**config.mk**
```make
export PLATFORM = sky130hd
export DESIGN_NAME = sfd_sqrt
export DESIGN_NICKNAME = d
export VERILOG_FILES = /design/src/rtl/sfd_pkg.sv /design/src/rtl/sfd_sqrt.sv
export SDC_FILE = /design/constraint.sdc
export NUM_CORES = 1
export LEC_CHECK = 0
export ABC_CLOCK_PERIOD_IN_PS = 12200
export BUFFER_PORTS_ARGS = -buffer_cell sky130_fd_sc_hd__buf_2
export CORE_MARGIN = 8
export CORE_UTILIZATION = 39
export DETAILED_ROUTE_END_ITERATION = 7
export MAX_ROUTING_LAYER = met4
export PLACE_DENSITY = 0.64
export SKIP_LAST_GASP = 1
export SLEW_MARGIN = 20
export SYNTH_ARGS = -nofsm -noshare
export SYNTH_HDL_FRONTEND = slang
export SYNTH_SLANG_ARGS = --single-unit
```
**constraint.sdc**
```tcl
create_clock -name clk -period 12.2 [get_ports clk]
set_input_delay 2.44 -clock clk [delete_from_list [all_inputs] [get_ports clk]]
set_output_delay 2.44 -clock clk [all_outputs]
set_load 0.02 [all_outputs]
```
**src/rtl/sfd_pkg.sv**
```systemverilog
package sfd_pkg;

  // Width used to hold a clamped image dimension (covers up to 4096).
  localparam int DIM_W = 13;
  // Width of a configuration register.
  localparam int CFG_W = 11;
  // Smallest image dimension the block works with.
  localparam int MIN_DIM = 3;

  // Reset values of the configuration registers.
  localparam logic [CFG_W-1:0] RESET_WIDTH  = 11'd640;
  localparam logic [CFG_W-1:0] RESET_HEIGHT = 11'd480;

  // Register indexes, taken from address bit 2.
  localparam logic REG_IMAGE_WIDTH  = 1'b0;
  localparam logic REG_IMAGE_HEIGHT = 1'b1;

  // Gradient response, square and sum widths.
  localparam int GRAD_W = 11;
  localparam int SQ_W   = 20;
  localparam int PROD_W = 22;
  localparam int SUM_W  = 22;

  // Sums at or above this value give a root of 255.
  localparam logic [SUM_W-1:0] ROOT_SAT = 22'd65025;

  // Cap applied to the squares and to the product.
  localparam int CAP = 255;

  // Per-pixel sequencer.
  typedef enum logic [2:0] {
    S_IDLE,
    S_READ,
    S_GRAD,
    S_MUL,
    S_SUM,
    S_ROOT
  } seq_state_t;

endpackage

```
**src/rtl/sfd_sqrt.sv**
```systemverilog
module sfd_sqrt
  import sfd_pkg::*;
  (
    input  logic             clk,
    input  logic             rst,
    input  logic             start,
    input  logic [SUM_W-1:0] operand,
    output logic             busy,
    output logic [7:0]       root
  );

  logic        sat;
  logic [15:0] rem_val;
  logic [7:0]  acc;
  logic [7:0]  mask;
  logic [7:0]  trial;
  logic [15:0] trial_sq;

  // One result bit per cycle, most significant first.
  assign trial    = acc | mask;
  assign trial_sq = trial * trial;

  always_ff @(posedge clk) begin
    if (rst) begin
      busy <= 1'b0;
    end else if (start) begin
      busy <= 1'b1;
    end else if (busy && mask[0]) begin
      busy <= 1'b0;
    end
  end

  always_ff @(posedge clk) begin
    if (start) begin
      sat     <= (operand >= ROOT_SAT);
      rem_val <= operand[15:0];
      acc     <= 8'd0;
      mask    <= 8'h80;
    end else if (busy) begin
      if (trial_sq <= rem_val) begin
        acc <= trial;
      end
      mask <= mask >> 1;
    end
  end

  // Large sums saturate to the top code.
  assign root = sat ? 8'hFF : acc;

endmodule

```
# Word level (Yosys, flattened, before mapping)
# Cells that the tools add are included.
# classes
multipliers	1
n_lt_le_gt_ge	2
muxes	3
n_bitwise	1
reduce_logical	3
# op_table
op	n
22-bit by 16-bit >= comparator with 1-bit output (second input constant)	1
16-bit <= comparator	1
8-bit by 8-bit multiplier with 16-bit output	1
8-bit two-way mux	1
8-bit bitwise OR	1
1-bit two-way mux	2
2-bit AND reduction	1
2-bit nonzero test	1
1-bit logical AND	1
# word_totals
ff_bits	34

# Logic depth before layout (Yosys ltp)
# logic_depth
ltp_word	4
ltp_mapped	23
depth_no_buf	22

# Worst setup path before layout
# OpenSTA, ideal clock, no wires.
# synth_timing
path_kind	reg2reg
startpoint	register mask[2]
endpoint	register acc[0]
setup_ns	0.071
arrival_ns	5.446
setup_slack_ns	6.684
stages_incl_launch_ff	22
n_path_buf	1
period_less_slack_ns	5.516
path_cell_list	dfxtp_1 clkbuf_1 nor2_1 nor2_1 fa_1 fa_1 inv_1 fa_1 fa_1 inv_1 ha_1 o21ai_1 a21oi_1 o21ai_4 or4b_1 o211ai_1 ha_1 and4_1 nand4_1 nor4_2 a21oi_1 o21ai_1
# synth_via
elab_chain_cells	4
# synth_lines
element	line	source
start: declaration	sfd_sqrt.sv:15	logic [7:0] mask;
start signal: assignment	sfd_sqrt.sv:43	mask <= mask >> 1;
8-bit bitwise OR	sfd_sqrt.sv:20	assign trial = acc | mask;
8-bit by 8-bit multiplier with 16-bit output	sfd_sqrt.sv:21	assign trial_sq = trial * trial;
16-bit <= comparator	sfd_sqrt.sv:40	if (trial_sq <= rem_val) begin
2-bit AND reduction (no source line)	--	
end signal: assignment	sfd_sqrt.sv:41	acc <= trial;
end: declaration	sfd_sqrt.sv:14	logic [7:0] acc;
# No other way between the ends.
# A chain may end at the register's enable or synchronous reset.

# Worst setup path after layout
# layout_timing
startpoint	register mask[1]
endpoint	register acc[3]
# Same word-level chain as after synthesis.

==> results.toml <==
[global_route]
overflow = 0
first_global_vias = 2551
grt_max_degree = 37
track_usage_pct = 13.0
grt_pass1_wl_um = 11900
grt_antenna_before_repair = 0

[logic_synthesis]
synth_common_cells = "inv_1, nor2_1, ha_1"
syn_inst = 371
ys_seq_area_share_pct = 25.5
synth_most_common_cell = "inv_1"
synth_edf_count = 17
synth_nets = 464
syn-mean-instance-area_um2 = 8.99
synth.top_cell.area_share_pct = 16.1
synth_area_um2 = 3330
synth_area_leaders = "ha_1, edfxtp_1, fa_1"
ys_warn_count = 0
synth_flop_cell = "edfxtp_1"
synth_top_cell_by_area = "ha_1"
async_flop_share_pct = 0
ys_ff_latch = 34
synth_cell_type_count = 47

[min_path]
min_to = "acc[5]"
hold_depth = 2
min_path_type = "reg -> reg"
hp-start = "mask[5]"

[cells_and_area]
utilization_pct = 44.7
nNetsFinal = 495
antenna_cells = 0
post_route_cells_drive_above_1_share_pct = 13.9
syn2layout_area_growth_pct = 10.7

[power]
p_switching_uw = 72.3
internal_power_uw = 192
pwr-share-seq_pct = 49.9
power.density_nw_per_um2 = 71.7
p_comb_share_pct = 17.9
vdd_ir_drop_max_mv = 0.0870
p_leak_nw = 1.78
swShare_pct = 27.3
power.share.clock_pct = 32.1

[die]
design.die.area_um2 = 11800
dieHeight_um = 108
ioPinCount = 34
fp.coreArea_um2 = 8260
die-width_um = 108
initial_utilization_pct = 40.4
row_count = 33

[clocking]
postCtsSetupBuffers = 0
cts_resized = 0
cts_buffer_depth = 2
clkSinkCount = 34
htreeDepth = 2
root_buffer = "clkbuf_8"
cts_tree = "built"
clock_latency_ns = 0.28
hold_buffers = 0
path_clk_slew_ns = 0.07
cts_made_buffers = 5

[setup_path]
path_max_fanout = 8
r2r_cells = 20
r2r-start = "mask[1]"
r2r_end = "acc[3]"
critPathLaunchType = "flop"
r2r_slack_ns = 5.86
worstPathArrival_ns = 6.56
cp-end-kind = "flop"
cp.required_ns = 12.42
critical_path_class = "reg -> reg"

[timing]
min_period_over_period_pct = 52.0
tightest_slew_ns = 0.826
fin_crit_ns = 6.34
fmax_mhz = 158
fin_setup_tns_ns = 0
slew_headroom_pct = 44.7
slew_viol_final = 0
hold_violations = 0
skew_ns = 0.00939
report.final.setup_viol = 0
rsz0062_at_grt = "false"

[route]
first_pass_iters = 4
ant_nets = 0
drcViolationCount = 0
routedWlPerCell_um = 13.8
dr.first_iter.drc_count = 178
vias = 2621
wl_um = 7030
viasPerCell = 5.16

[place]
hpwl_um = 5860
place_congestion = 0.827
portBuffers = 33

[flow_run]
cap_violations = 0

[run_status]
status = "complete, no violations"
==> metal layers <==
layer	global-route usage, %	vias to the layer above	routed length, um
met3	1.61	10	247
met2	20.5	59	3370
li1	-	1326	-
met1	16.8	1226	3300
met4	4.69	0	121
met5	-	-	0
==> final cells by class <==
type	instances	area, um^2
repair buffers	33	165
flip-flops and latches	34	851
clock buffers	6	82.6
well taps	105	131
fillers	843	4570
multi-input cells	265	2210
inverters	63	236
clock inverters	2	11.3
==> state kept, by name (all words and copies together), names as in the netlist <==
name,count
mask,8
sat,1
busy,1
rem_val,16
acc,8
==> worst max-delay path, cell delays in order, from the launching register on <==
cell	delay, ns
dfxtp_1	0.39
nor2_1	0.59
nor2_1	0.20
fa_1	0.55
fa_1	0.54
inv_1	0.05
fa_1	0.50
fa_1	0.54
inv_1	0.04
ha_1	0.32
o21ai_1	0.09
a21oi_1	0.23
o21ai_4	0.12
a311oi_1	0.27
o211ai_1	0.17
ha_1	0.32
and4_1	0.22
nand4_1	0.16
nor4_2	0.73
a21oi_1	0.15
o21ai_1	0.10
==> per-stage QoR <==
step                instances  hold WS [ns]  total power [mW]  area (um^2)  worst slack [ns]
floorplan                 371         0.473             0.166         3330              6.68
global placement          500         0.487             0.181         3600              5.93
detailed placement        500         0.502             0.183         3600              5.87
CTS                       508         0.508             0.268         3690              5.86
global route              508         0.553             0.279         3690              5.41
finish                    508         0.508             0.265         3690              5.86
==> cell families after synthesis <==
logic type / count (synthesis) / share of synthesized area [%]
AO/OA/AOI/OAI: 66 / 12.5
buffers and inverters: 72 / 8.14
multiplexers: 7 / 2.10
adder cells (fa/ha/maj): 68 / 31.1
XOR/XNOR: 13 / 3.41
AND/OR/NAND/NOR: 111 / 17.2
flip-flops: 34 / 25.5
==> power groups by stage <==
stage	Sequential (mW)	Combinational, mW	Clock, mW
finish	0.132	0.0475	0.0850
global route	0.133	0.0537	0.0927
CTS	0.132	0.0482	0.0878
detailed placement	0.135	0.0480	0
global placement	0.134	0.0464	0
floorplan	0.132	0.0346	0
==> cell usage in the layout, fill, tap and decap left out, types with 2 or more instances in the layout <==
master     n
inv_1     61
nor2_1    44
ha_1      43
buf_2     33
fa_1      25
a21oi_1   19
dfxtp_1   17
edfxtp_1  17
nand3_1   12
xnor2_1   11
o21ai_1   11
nand2_1    9
o21ai_0    9
or2_2      8
nor2b_1    8
nor3_1     7
mux2i_1    7
clkbuf_8   6
nor4_1     5
a21o_1     5
o22ai_1    4
nand4_1    3
o21a_1     3
o21bai_1   3
a211oi_1   3
or4_1      2
inv_2      2
xor2_1     2
and3_1     2
o211ai_1   2
nor4_2     2
==> worst max path at each step <==
stage          slack, ns  startpoint     end
6_report            5.86     mask[1]  acc[3]
5_1_grt             5.41     mask[1]  acc[5]
4_1_cts             5.86     mask[2]  acc[6]
3_5_place_dp        5.87     mask[2]  acc[6]
3_3_place_gp        5.93     mask[1]  acc[1]
2_1_floorplan       6.68     mask[2]  acc[0]
Power figures use the tool's default switching activity.
